## src/rtl/mpfb_pkg.sv

```systemverilog
// Shared types and codes for the page-addressed monochrome framebuffer.
// No dependencies; imported by every other file of the block.
`default_nettype none

package mpfb_pkg;

    // Request kinds carried on s_tuser
    localparam logic [2:0] REQ_PIXEL = 3'd0;
    localparam logic [2:0] REQ_RECT  = 3'd1;
    localparam logic [2:0] REQ_CLRREG = 3'd2;
    localparam logic [2:0] REQ_CLRALL = 3'd3;
    localparam logic [2:0] REQ_READ  = 3'd4;

    // Input field widths (fixed by the bus format)
    localparam int REQ_W  = 3;
    localparam int X_W    = 7;
    localparam int Y_W    = 6;
    localparam int LEN_W  = 8;
    localparam int PG_IN_W = 3;
    localparam int BYTE_W = 8;
    localparam int TDATA_W = 48;

    // Store access kinds
    typedef enum logic [1:0] {
        OP_READ = 2'd0,
        OP_SET  = 2'd1,
        OP_CLR  = 2'd2,
        OP_ZERO = 2'd3
    } op_t;

    // One store access from the sequencer
    typedef struct packed {
        logic              valid;
        op_t               op;
        logic [BYTE_W-1:0] mask;
    } cmd_t;

endpackage

`default_nettype wire

```

## src/rtl/mpfb_seq.sv

```systemverilog
// Request decoder and address sequencer: clips requests, walks page/column
// bytes, drives the store and holds the result register. Uses mpfb_pkg.
`default_nettype none

module mpfb_seq import mpfb_pkg::*; #(
    parameter int COLUMNS = 128,
    parameter int PAGES   = 8,
    localparam int DEPTH  = COLUMNS * PAGES,
    localparam int ADDR_W = $clog2(DEPTH)
) (
    input  wire logic               clk,
    input  wire logic               rst_n,
    input  wire logic               s_valid,
    output logic                    s_ready,
    input  wire logic [REQ_W-1:0]   req_type,
    input  wire logic [X_W-1:0]     x,
    input  wire logic [Y_W-1:0]     y,
    input  wire logic [LEN_W-1:0]   width,
    input  wire logic [LEN_W-1:0]   height,
    input  wire logic               pixel_on,
    input  wire logic [X_W-1:0]     col_end,
    input  wire logic [PG_IN_W-1:0] page_start,
    input  wire logic [PG_IN_W-1:0] page_end,
    output logic                    m_valid,
    input  wire logic               m_ready,
    output logic [BYTE_W-1:0]       read_data,
    output cmd_t                    cmd_o,
    output logic [ADDR_W-1:0]       addr_o,
    input  wire logic [BYTE_W-1:0]  rdata_i
);

    localparam int COL_W = $clog2(COLUMNS);
    localparam int PG_W  = (PAGES > 1) ? $clog2(PAGES) : 1;
    localparam int ROWS  = PAGES * 8;

    typedef enum logic [1:0] {
        ST_IDLE  = 2'd0,
        ST_WALK  = 2'd1,
        ST_DRAIN = 2'd2
    } state_t;

    state_t            state_reg;
    op_t               op_reg;
    logic [COL_W-1:0]  c0_reg, c1_reg, col_reg;
    logic [PG_W-1:0]   p0_reg, p1_reg, page_reg;
    logic [2:0]        lo_reg, hi_reg;
    logic              rd_flag_reg;
    logic              resp_reg;
    logic              m_valid_reg;
    logic [BYTE_W-1:0] m_data_reg;

    // decode of the request on the input port
    logic [LEN_W-1:0] w_eff, h_eff;
    logic [8:0]       xe, xe_clip, xlast, ye, ye_clip, ylast, ce_sat;
    logic [4:0]       pe_sat;
    logic             rect_empty, region_empty, read_ok;
    op_t              d_op;
    logic [COL_W-1:0] d_c0, d_c1;
    logic [PG_W-1:0]  d_p0, d_p1;
    logic [2:0]       d_lo, d_hi;
    logic             d_walk, d_rd;

    // walk datapath
    logic [2:0]        m_lo, m_hi;
    logic [BYTE_W-1:0] mask;

    always_comb begin
        w_eff   = (req_type == REQ_PIXEL) ? 8'd1 : width;
        h_eff   = (req_type == REQ_PIXEL) ? 8'd1 : height;
        xe      = {2'b00, x} + {1'b0, w_eff};
        xe_clip = (xe > 9'(COLUMNS)) ? 9'(COLUMNS) : xe;
        xlast   = xe_clip - 9'd1;
        ye      = {3'b000, y} + {1'b0, h_eff};
        ye_clip = (ye > 9'(ROWS)) ? 9'(ROWS) : ye;
        ylast   = ye_clip - 9'd1;
        rect_empty = (w_eff == '0) || ({2'b00, x} >= 9'(COLUMNS))
                     || (ye_clip <= {3'b000, y});

        ce_sat = ({2'b00, col_end} >= 9'(COLUMNS)) ? 9'(COLUMNS - 1) : {2'b00, col_end};
        pe_sat = ({2'b00, page_end} >= 5'(PAGES)) ? 5'(PAGES - 1) : {2'b00, page_end};
        region_empty = ({2'b00, page_start} > pe_sat) || ({2'b00, x} > ce_sat);

        read_ok = ({2'b00, x} < 9'(COLUMNS)) && ({2'b00, page_start} < 5'(PAGES));

        d_op   = OP_READ;
        d_c0   = COL_W'(x);
        d_c1   = COL_W'(x);
        d_p0   = PG_W'(page_start);
        d_p1   = PG_W'(page_start);
        d_lo   = 3'd0;
        d_hi   = 3'd7;
        d_walk = 1'b0;
        d_rd   = 1'b0;

        unique case (req_type)
            REQ_PIXEL, REQ_RECT: begin
                d_op   = pixel_on ? OP_SET : OP_CLR;
                d_c1   = COL_W'(xlast);
                d_p0   = PG_W'(y[5:3]);
                d_p1   = PG_W'(ylast[8:3]);
                d_lo   = y[2:0];
                d_hi   = ylast[2:0];
                d_walk = !rect_empty;
            end
            REQ_CLRREG: begin
                d_op   = OP_ZERO;
                d_c1   = COL_W'(ce_sat);
                d_p1   = PG_W'(pe_sat);
                d_walk = !region_empty;
            end
            REQ_CLRALL: begin
                d_op   = OP_ZERO;
                d_c0   = '0;
                d_c1   = COL_W'(COLUMNS - 1);
                d_p0   = '0;
                d_p1   = PG_W'(PAGES - 1);
                d_walk = 1'b1;
            end
            REQ_READ: begin
                d_walk = read_ok;
                d_rd   = read_ok;
            end
            default: begin
                d_walk = 1'b0;
            end
        endcase
    end

    // row mask for the current page; only the first and last pages are partial
    always_comb begin
        m_lo = (page_reg == p0_reg) ? lo_reg : 3'd0;
        m_hi = (page_reg == p1_reg) ? hi_reg : 3'd7;
        mask = (8'hFF << m_lo) & (8'hFF >> (3'd7 - m_hi));
    end

    assign cmd_o.valid = (state_reg == ST_WALK);
    assign cmd_o.op    = op_reg;
    assign cmd_o.mask  = mask;
    assign addr_o      = ADDR_W'(page_reg) * ADDR_W'(COLUMNS) + ADDR_W'(col_reg);

    always_ff @(posedge clk) begin
        if (!rst_n) begin
            // power-up clearing pass over the whole store, no result
            state_reg   <= ST_WALK;
            op_reg      <= OP_ZERO;
            c0_reg      <= '0;
            c1_reg      <= COL_W'(COLUMNS - 1);
            p0_reg      <= '0;
            p1_reg      <= PG_W'(PAGES - 1);
            col_reg     <= '0;
            page_reg    <= '0;
            lo_reg      <= 3'd0;
            hi_reg      <= 3'd7;
            rd_flag_reg <= 1'b0;
            resp_reg    <= 1'b0;
            m_valid_reg <= 1'b0;
            m_data_reg  <= '0;
        end else begin
            // taken result drops, unless the drain state loads the next one
            if (m_ready && !(state_reg == ST_DRAIN && resp_reg)) begin
                m_valid_reg <= 1'b0;
            end
            unique case (state_reg)
                ST_IDLE: begin
                    if (s_valid) begin
                        op_reg      <= d_op;
                        c0_reg      <= d_c0;
                        c1_reg      <= d_c1;
                        p0_reg      <= d_p0;
                        p1_reg      <= d_p1;
                        col_reg     <= d_c0;
                        page_reg    <= d_p0;
                        lo_reg      <= d_lo;
                        hi_reg      <= d_hi;
                        rd_flag_reg <= d_rd;
                        resp_reg    <= 1'b1;
                        state_reg   <= d_walk ? ST_WALK : ST_DRAIN;
                    end
                end
                ST_WALK: begin
                    if (col_reg == c1_reg) begin
                        col_reg <= c0_reg;
                        if (page_reg == p1_reg) begin
                            state_reg <= ST_DRAIN;
                        end else begin
                            page_reg <= page_reg + PG_W'(1);
                        end
                    end else begin
                        col_reg <= col_reg + COL_W'(1);
                    end
                end
                ST_DRAIN: begin
                    // the last write of a walk lands in the first drain cycle; read byte is in rdata_i
                    if (!resp_reg) begin
                        state_reg <= ST_IDLE;
                    end else if (!m_valid_reg || m_ready) begin
                        m_valid_reg <= 1'b1;
                        m_data_reg  <= rd_flag_reg ? rdata_i : '0;
                        resp_reg    <= 1'b0;
                        state_reg   <= ST_IDLE;
                    end
                end
                default: begin
                    state_reg <= ST_IDLE;
                end
            endcase
        end
    end

    assign s_ready   = (state_reg == ST_IDLE);
    assign m_valid   = m_valid_reg;
    assign read_data = m_data_reg;

endmodule

`default_nettype wire

```

## config.mk

```make
export PLATFORM = sky130hd
export DESIGN_NAME = mpfb_seq
export DESIGN_NICKNAME = d
export VERILOG_FILES = /design/src/rtl/mpfb_pkg.sv /design/src/rtl/mpfb_seq.sv
export SDC_FILE = /design/constraint.sdc
export NUM_CORES = 1
export LEC_CHECK = 0
export ABC_AREA = 0
export BUFFER_PORTS_ARGS = -buffer_cell sky130_fd_sc_hd__buf_4
export CORE_AREA = 2 2 148 78
export CTS_BUF_LIST = sky130_fd_sc_hd__clkbuf_16
export CTS_CLUSTER_SIZE = 10
export DETAILED_ROUTE_END_ITERATION = 6
export DIE_AREA = 0 0 150 80
export GPL_TIMING_DRIVEN = 1
export PLACE_DENSITY_LB_ADDON = 0.1
export SYNTH_ARGS = -nofsm -noshare
export SYNTH_HDL_FRONTEND = slang
export SYNTH_SLANG_ARGS = --single-unit
```

## constraint.sdc

```tcl
create_clock -name clk -period 11.4 [get_ports clk]
set_input_delay 1.14 -clock clk [delete_from_list [all_inputs] [get_ports clk]]
set_output_delay 1.14 -clock clk [all_outputs]
set_load 0.005 [all_outputs]
```

==> flow_summary.yaml, run 1 <==
status:
  status: "finished, final reports clean"
placed_design:
  dp.cells: 769
  dpl_cell_area_um2: 4971
  dp_hpwl_um: 10030
  gp_congestion: 0.9497
  io_buffers: 88
  dp_worst_setup_slack_ns: 5.479
clock_network:
  clkTransAtPathRegs_ns: 0.07
  numCtsBuffers: 5
  clkLatencyLatePin_ns: 0.29
  clock_sinks: 51
  postCtsSetupBuffers: 0
  cts_htree_levels: 2
  cts_resized: 0
  cts_hold_buf: 0
  cts_tree: "done"
  cts_buffer_depth: 2
  clockRootBuffer: "clkbuf_16"
final_layout:
  largest_register_ffs: 8
  syn2layout_area_growth_pct: 21.61
  postLayoutCoreUtil: 0.4789
  diodes: 0
  drive_above_1_share: 0.1883
  num-nets-final: 722
  fin_cells: 777
  nFillCells: 1095
  final_area_um2: 5112
pwr:
  vdd_drop_max_mv: 0.07838
  powerDensity_nw_per_um2: 125.3
  p_leak_nw: 2.214
  total_power_uw: 640.3
synthesis:
  syn_inst: 556
  yosysTopAreaCellShare: 0.2429
  synth_nets: 647
  avgSynthCellArea_um2: 7.561
  ys_seq_area_frac: 0.2429
  postSynth.topFlopCell: "dfxtp_1"
  synth-edff-count: 0
  synth_area_leader_cell: "dfxtp_1"
  ys_warn_count: 0
  synth.area.top_cells: "dfxtp_1 (24%), ha_1 (9.2%), a21oi_1 (6.3%)"
  ys_seq_elements: 51
  netlist_area_um2: 4204
  async_flop_share: 0
  ys_types: 67
timing:
  setup_viol: 0
  slew_headroom: 0.3708
  whs_ns: 0.4525
  tightestPinTransition_ns: 0.9403
  min_period_over_period: 0.4930
  finalSetupTns_ns: 0
  final.setup.worst_slack_ns: 5.780
  hold_viol: 0
  max_freq_ghz: 0.1779
  skew_ns: 0.005170
  slew_violations: 0
  fin_crit_ns: 5.620
  rsz0062_at_grt: "no"
worst_hold_path:
  holdCritStartpoint: "c0_reg[0]$_SDFFE_PN0P_"
  hold_path.class: "flip-flop to flip-flop"
floorplan:
  boundaryPins: 89
  die_w_um: 150
  core_area_um2: 10680
  die_h_um: 80
  rows: 27
  die_area_um2: 12000
  initial_core_util: 0.3938
detailed_routing:
  vias: 4217
  routed_wl_um: 12520
  antenna_left: 0
  wl_per_cell_um: 16.11
  viasPerCell: 5.427
  drt-initial-drc-count: 340
  dr.pass1.iters: 5
  drc: 0
global_routing:
  antenna_found_initial: 0
  gr-total-overflow: 0
  first_global_vias: 4156
  grt_pass1_wl_um: 20730
  grt_max_degree: 34
  grt_usage: 0.2162
setup_path:
  crit_start: "req_type[2]"
  critPathKind: "primary input to flip-flop"
  worst-path-max-fanout: 26
  cp_data_arrival_time_ns: 5.81
  cp-end-kind: "flip-flop"
  r2r_start: "col_reg[0]$_SDFFE_PN0P_"
  start_kind: "primary input"
  cp_data_required_time_ns: 11.59
run:
  cap_violations: 0
layout make-up:
cell class	count	area, um2	share of cell area
clock inverter	3	16.27	0.003182
inverter	36	135.1	0.02643
timing repair buffer	91	683.2	0.1336
clock buffer	5	125.1	0.02447
sequential	51	1021	0.1997
tap	145	181.4	0.03549
multi-input combinational	446	2950	0.5771
cell families (layout without fill, tap and decap cells):
family,count (synthesis),in the layout,share of synthesized area
xor+xnor,31,31,0.06815
buf+inv,59,135,0.05535
compound gates,166,166,0.2631
fa+ha+maj,33,33,0.1018
flops,51,51,0.2429
mux,6,6,0.01518
simple gates,210,210,0.2536
worst max-delay path: stages:
cell and delay [ns]:
buf_4 0.19, or3_1 0.64, nand2b_1 0.21, ha_1 0.18, inv_1 0.05, fa_1 0.43, xor2_2 0.34, and4bb_2 0.28
mux2i_1 0.12, o311ai_4 0.30, nand2_2 0.18, or2_2 0.34, inv_1 0.06, ha_1 0.24, o21a_1 0.21, a21o_1 0.16
a41o_1 0.25, o211ai_2 0.09, a311oi_1 0.11, a211o_1 0.27
cells in the final DEF (no fill, tap or decap), types with 6 or more instances in the layout:
cell and count:
nand2_1 59, nor2b_1 9, and2_1 12, a22oi_1 6, dfxtp_1 51, buf_4 91
a21oi_1 53, xor2_1 16, nand2b_1 12, o211ai_1 6, a211oi_1 8, nor2_1 48
inv_1 37, o21ai_0 31, nand3_1 26, ha_1 31, xnor2_1 13, nor3_1 8
a31oi_1 6
cell usage after synthesis (4+ instances only):
master     instances
ha_1              31
a21oi_1           53
nand3b_1           4
a22oi_1            6
a311oi_1           5
o21ai_1            4
o21ai_0           31
mux2i_1            5
and3_1             4
xor2_1            16
a221oi_1           5
a211oi_1           8
o211ai_1           6
nand2b_1          12
xnor2_1           13
or3_1              5
nand3_1           26
o21a_1             5
inv_1             36
dfxtp_1           51
nor4_1             5
clkbuf_1          18
nor3_1             8
and2_1            12
nor2_1            48
a31oi_1            6
nor2b_1            9
o2111ai_1          4
nand2_1           59
a21o_1             5
report_power, final:
group | internal, mW | switching [mW]
clock | 0.0802 | 0.0662
sequential | 0.198 | 0.0246
combinational | 0.117 | 0.155
path summary, 6_finish.rpt:
kind         slack [ns]                   endpoint  cells past startpoint
min reg2reg        0.45     c0_reg[0]$_SDFFE_PN0P_                      2
min                0.45     c0_reg[0]$_SDFFE_PN0P_                      2
max reg2reg        8.51  state_reg[1]$_SDFFE_PN0P_                      8
max                5.78  state_reg[0]$_SDFFE_PN1P_                     20
layer usage:
metal / up-vias / routed length, um / global-route usage
met5: - / 0 / 0
met4: 0 / 38 / 0.03208
met3: 5 / 665 / 0.04057
li1: 2138 / - / -
met1: 1961 / 6572 / 0.3234
met2: 113 / 5242 / 0.3251
Power figures use the tool's default switching activity.
==> run 2: changes to the inputs <==
--- a/config.mk
+++ b/config.mk
@@ -5,13 +5,13 @@
 export SDC_FILE = /design/constraint.sdc
 export NUM_CORES = 1
 export LEC_CHECK = 0
-export ABC_AREA = 0
+export ABC_AREA = 1
 export BUFFER_PORTS_ARGS = -buffer_cell sky130_fd_sc_hd__buf_4
-export CORE_AREA = 2 2 148 78
+export CORE_AREA = 2 2 149 78
 export CTS_BUF_LIST = sky130_fd_sc_hd__clkbuf_16
 export CTS_CLUSTER_SIZE = 10
 export DETAILED_ROUTE_END_ITERATION = 6
-export DIE_AREA = 0 0 150 80
+export DIE_AREA = 0 0 151 80
 export GPL_TIMING_DRIVEN = 1
 export PLACE_DENSITY_LB_ADDON = 0.1
 export SYNTH_ARGS = -nofsm -noshare
==> constraint.sdc (replaced) <==
create_clock -name clk -period 4.78 [get_ports clk]
set_input_delay 0.478 -clock clk [delete_from_list [all_inputs] [get_ports clk]]
set_output_delay 0.478 -clock clk [all_outputs]
set_load 0.005 [all_outputs]
==> flow_summary.yaml, run 2 <==
status:
  status: "finished, final reports clean"
timing:
  max_freq_ghz: 0.2584
  min_period_over_period: 0.8097
  slew_violations: 0
  slew_headroom: 0.5027
  tightestPinTransition_ns: 0.7449
  finalSetupTns_ns: 0
  rsz0062_at_grt: "no"
  setup_viol: 0
  hold_viol: 0
  fin_crit_ns: 3.870
  skew_ns: 0.008103
clock_network:
  cts_resized: 0
  clockRootBuffer: "clkbuf_16"
  clock_sinks: 51
  clkLatencyLatePin_ns: 0.29
  postCtsSetupBuffers: 0
  cts_htree_levels: 2
  clkTransAtPathRegs_ns: 0.07
  numCtsBuffers: 5
  cts_hold_buf: 0
  cts_buffer_depth: 2
  cts_tree: "done"
worst_hold_path:
  hold_path.class: "primary input to flip-flop"
synthesis:
  postSynth.topFlopCell: "dfxtp_1"
  ys_types: 46
  synth-edff-count: 0
  netlist_area_um2: 4220
  yosysTopAreaCellShare: 0.2419
  synth_nets: 748
  async_flop_share: 0
  synth.area.top_cells: "dfxtp_1 (24%), nand2_1 (12%), ha_1 (9.2%)"
  avgSynthCellArea_um2: 6.424
  synth_area_leader_cell: "dfxtp_1"
  yosysMostFrequentCell: "nand2_1"
  ys_warn_count: 0
  synth_common_cells: "nand2_1 (138), inv_1 (96), a21oi_1 (71)"
  ys_seq_elements: 51
  syn_inst: 657
  ys_seq_area_frac: 0.2419
final_layout:
  drive_above_1_share: 0.1830
  multi_input_area_um2: 2735
  syn2layout_area_growth_pct: 22.50
  most-common-layout-cells: "nand2_1 (138), inv_1 (97), buf_4 (93), a21oi_1 (71), nor2_1 (64)"
  seq_area_um2: 1021
  diodes: 0
  largest_register_ffs: 8
  num-nets-final: 833
  nFillCells: 1121
  final_common_cell: "nand2_1"
floorplan:
  die_area_um2: 12080
  die_w_um: 151
  die_h_um: 80
  boundaryPins: 89
  initial_core_util: 0.3928
  core_area_um2: 10740
  rows: 27
global_routing:
  grt_max_degree: 46
  grt_pass1_wl_um: 20630
  first_global_vias: 4125
  grt_usage: 0.2165
  antenna_found_initial: 0
  gr-total-overflow: 0
detailed_routing:
  drt-initial-drc-count: 360
  drc: 0
  routed_wl_um: 12680
  vias: 4557
  viasPerCell: 5.132
  wl_per_cell_um: 14.28
  antenna_left: 0
  dr.pass1.iters: 5
setup_path:
  slowest_stage: "fa_1"
  crit_top_cell: "nand2_1"
  start_kind: "primary input"
  max_stage_delay_ns: 0.48
  worst-path-max-fanout: 14
  cp_data_required_time_ns: 4.97
  cp-end-kind: "flip-flop"
  cp_data_arrival_time_ns: 4.06
  critPathKind: "primary input to flip-flop"
pwr:
  total_power_mw: 1.113
  p_leak_nw: 2.567
  vdd_drop_max_mv: 0.1129
  powerDensity_nw_per_um2: 215.2
placed_design:
  io_buffers: 88
  dp_hpwl_um: 10370
  gp_congestion: 0.9097
run:
  cap_violations: 0
## run 2: final timing paths
path	from	endpoint	slack, ns	cells after the start
worst max-delay path	req_type[2]	state_reg[0]$_SDFFE_PN1P_	0.91	31
worst min-delay path	rst_n	hi_reg[2]$_SDFFE_PN1P_	0.43	2
worst max register to register	col_reg[0]$_SDFFE_PN0P_	page_reg[1]$_SDFFE_PN0P_	2.64	8
worst min register to register	op_reg[1]$_SDFFE_PN1P_	op_reg[1]$_SDFFE_PN1P_	0.46	2
## run 2: cell families after synthesis
| logic type | Yosys count | synth area share |
|---|---|---|
| flops | 51 | 0.2419 |
| fa+ha+maj | 33 | 0.1014 |
| compound gates | 142 | 0.1981 |
| simple gates | 288 | 0.3030 |
| buf+inv | 121 | 0.1100 |
| xor+xnor | 22 | 0.04566 |
## run 2: critical path, delay by kind of cell
family | cells | cell delay [ns]
AOI/OAI and AO/OA | 2 | 0.32
and+or+nand+nor | 20 | 1.79
buffers and inverters | 6 | 0.57
adders and majority gates | 3 | 0.89
## run 2: final cells by class
cell class | count | area share
clock buffers | 5 | 0.02420
clock inverters | 3 | 0.002178
inverters | 106 | 0.07696
multi-input cells | 485 | 0.5290
flip-flops and latches | 51 | 0.1975
well taps | 145 | 0.03509
repair buffers | 93 | 0.1350
## run 2: per-layer routing
layer	up-vias	track usage	wire [um]
met5	-	0	0
met4	0	0.02617	51
met3	8	0.03600	820
met2	142	0.3182	4985
met1	2068	0.3346	6820
li1	2339	-	-
## run 2: per-stage QoR
step	instance area (um2)	util	hold WS, ns	setup WS (ns)	cells
CTS	5170	0.4812	0.4234	0.9207	888
global route	5170	0.4812	0.4454	0.5362	888
global placement	5034	0.4686	0.4496	0.7364	880
floorplan	4220	-	0.4362	0.9590	657
detailed placement	5034	0.4686	0.4490	0.6056	880
finish	5170	0.4812	0.4343	0.9096	888
## run 2: power breakdown
group / switching [mW] / internal, mW
Clock: 0.153 / 0.189
Combinational: 0.207 / 0.133
Sequential: 0.00438 / 0.427
==> run 3: changes to the inputs <==
==> constraint.sdc (replaced) <==
create_clock -name clk -period 3.5 [get_ports clk]
set_input_delay 0.35 -clock clk [delete_from_list [all_inputs] [get_ports clk]]
set_output_delay 0.35 -clock clk [all_outputs]
set_load 0.005 [all_outputs]
==> flow_summary.yaml, run 3 (same netlist as run 2, synthesis figures left out) <==
timing:
  tightestPinTransition_ns: 0.7845
  min_period_over_period: 0.9462
  setup_viol: 0
  skew_ns: 0.008181
  max_freq_ghz: 0.3019
  slew_headroom: 0.4738
  slew_violations: 0
  finalSetupTns_ns: 0
  whs_ns: 0.3003
  hold_viol: 0
  fin_crit_ns: 3.312
worst_hold_path:
  hold_path.class: "primary input to flip-flop"
  holdCritStartpoint: "rst_n"
  hold_path_end: "hi_reg[2]$_SDFFE_PN1P_"
  holdPathStages: 2
detailed_routing:
  dr.pass1.iters: 5
  antenna_left: 0
  vias: 4537
  wl_per_cell_um: 13.93
  drt-initial-drc-count: 388
  routed_wl_um: 12730
  viasPerCell: 4.964
  drc: 0
setup_path:
  r2r_end: "col_reg[5]$_SDFFE_PN0P_"
  start_kind: "primary input"
  cp_data_arrival_time_ns: 3.55
  crit_top_cell: "nand2_1"
  cp-end-kind: "flip-flop"
  critPathKind: "primary input to flip-flop"
  cp_top_family: "simple AND/OR/NAND/NOR gates"
  cp_data_required_time_ns: 3.74
  regToRegSetupSlack_ns: 1.35
  max_stage_delay_ns: 0.51
  ff2ff_path_depth: 8
  slowest_stage: "fa_2"
  r2r_start: "state_reg[1]$_SDFFE_PN0P_"
  worst-path-max-fanout: 4
  worst-path-buf-inv: 7
clock_network:
  cts_htree_levels: 2
  numCtsBuffers: 5
  cts_buffer_depth: 2
  clock_sinks: 51
  clkLatencyLatePin_ns: 0.30
  cts_tree: "done"
  clkTransAtPathRegs_ns: 0.07
  clockRootBuffer: "clkbuf_16"
final_layout:
  largest_register_ffs: 8
  final_area_um2: 5435
  drive_above_1_share: 0.2289
  postLayoutCoreUtil: 0.5059
  nFillCells: 1122
  most-common-layout-cells: "nand2_1 (138), buf_4 (118), inv_1 (93), a21oi_1 (71), nor2_1 (64)"
  final_common_cell: "nand2_1"
  syn2layout_area_growth_pct: 28.79
  diodes: 0
  num-nets-final: 859
floorplan:
  initial_core_util: 0.3928
  core_area_um2: 10740
  die_h_um: 80
  die_w_um: 151
  rows: 27
  die_area_um2: 12080
  boundaryPins: 89
global_routing:
  antenna_found_initial: 0
  first_global_vias: 4122
  grt.met2_usage: 0.3082
  grt_usage: 0.2169
  use_met1: 0.3408
  grt_max_degree: 46
  busiest_layer: "met1"
  globalRouteMet3Util: 0.04000
  grt_pass1_wl_um: 20690
  gr-total-overflow: 0
pwr:
  p_leak_nw: 2.694
  comb_power_share: 0.330
  intPower_mw: 1.074
  powerDensity_nw_per_um2: 294.5
  vdd_drop_max_mv: 0.1691
  switching_power_uw: 526.5
  clock_power_share: 0.302
  pwr-share-seq: 0.368
  swShare: 0.3290
placed_design:
  dpl_cell_area_um2: 5221
  dp_hpwl_um: 10460
  io_buffers: 88
  gp_congestion: 0.8852
status:
  status: "finished, final reports clean"
run:
  cap_violations: 0
run 3: worst max path at each step:
stage                     start                         to  cells past startpoint
finish              req_type[2]  state_reg[0]$_SDFFE_PN1P_                     28
floorplan           req_type[1]  state_reg[0]$_SDFFE_PN1P_                     31
global route        req_type[2]  state_reg[0]$_SDFFE_PN1P_                     31
detailed placement  req_type[1]  state_reg[0]$_SDFFE_PN1P_                     31
CTS                 req_type[1]  state_reg[0]$_SDFFE_PN1P_                     28
global placement    req_type[1]  state_reg[0]$_SDFFE_PN1P_                     31
run 3: what timing repair did:
action / CTS / global route
endpoints found under the setup margin: 0 / 5
buffers inserted: 0 / 4
resized for setup: 0 / 10
hold buffers: 0 / 0
run 3: per-layer routing:
| metal | share of wire | vias to the layer above |
|---|---|---|
| li1 | - | 2378 |
| met1 | 0.55 | 2033 |
| met2 | 0.39 | 122 |
| met3 | 0.063 | 4 |
| met4 | 0.0027 | 0 |
| met5 | 0 | - |
run 3: stage by stage:
step | power (mW) | cells | setup WS (ns)
final | 1.600 | 914 | 0.1882
after global routing | 1.699 | 914 | -0.009846
after CTS | 1.584 | 910 | 0.1778
after detailed placement | 1.104 | 902 | -0.1432
after global placement | 1.096 | 902 | -0.04003
after floorplan | 0.9154 | 657 | -0.07170
run 3: power groups by stage:
stage                     clock network, mW  logic [mW]  registers, mW
after global placement                    0       0.494          0.602
after global routing                  0.521       0.589          0.589
after CTS                             0.492       0.504          0.588
after detailed placement                  0       0.502          0.602
final                                 0.484       0.528          0.589
after floorplan                           0       0.315          0.601
run 3: cell type report:
cell class                      count  area (um2)  area share
Tap cell                          145       181.4     0.03338
Timing Repair Buffer              119       897.1      0.1651
Clock buffer                        5       125.1     0.02302
Sequential cell                    51        1021      0.1878
Multi-Input combinational cell    485        2793      0.5138
Clock inverter                      3       15.01    0.002762
Inverter                          106       402.9     0.07413
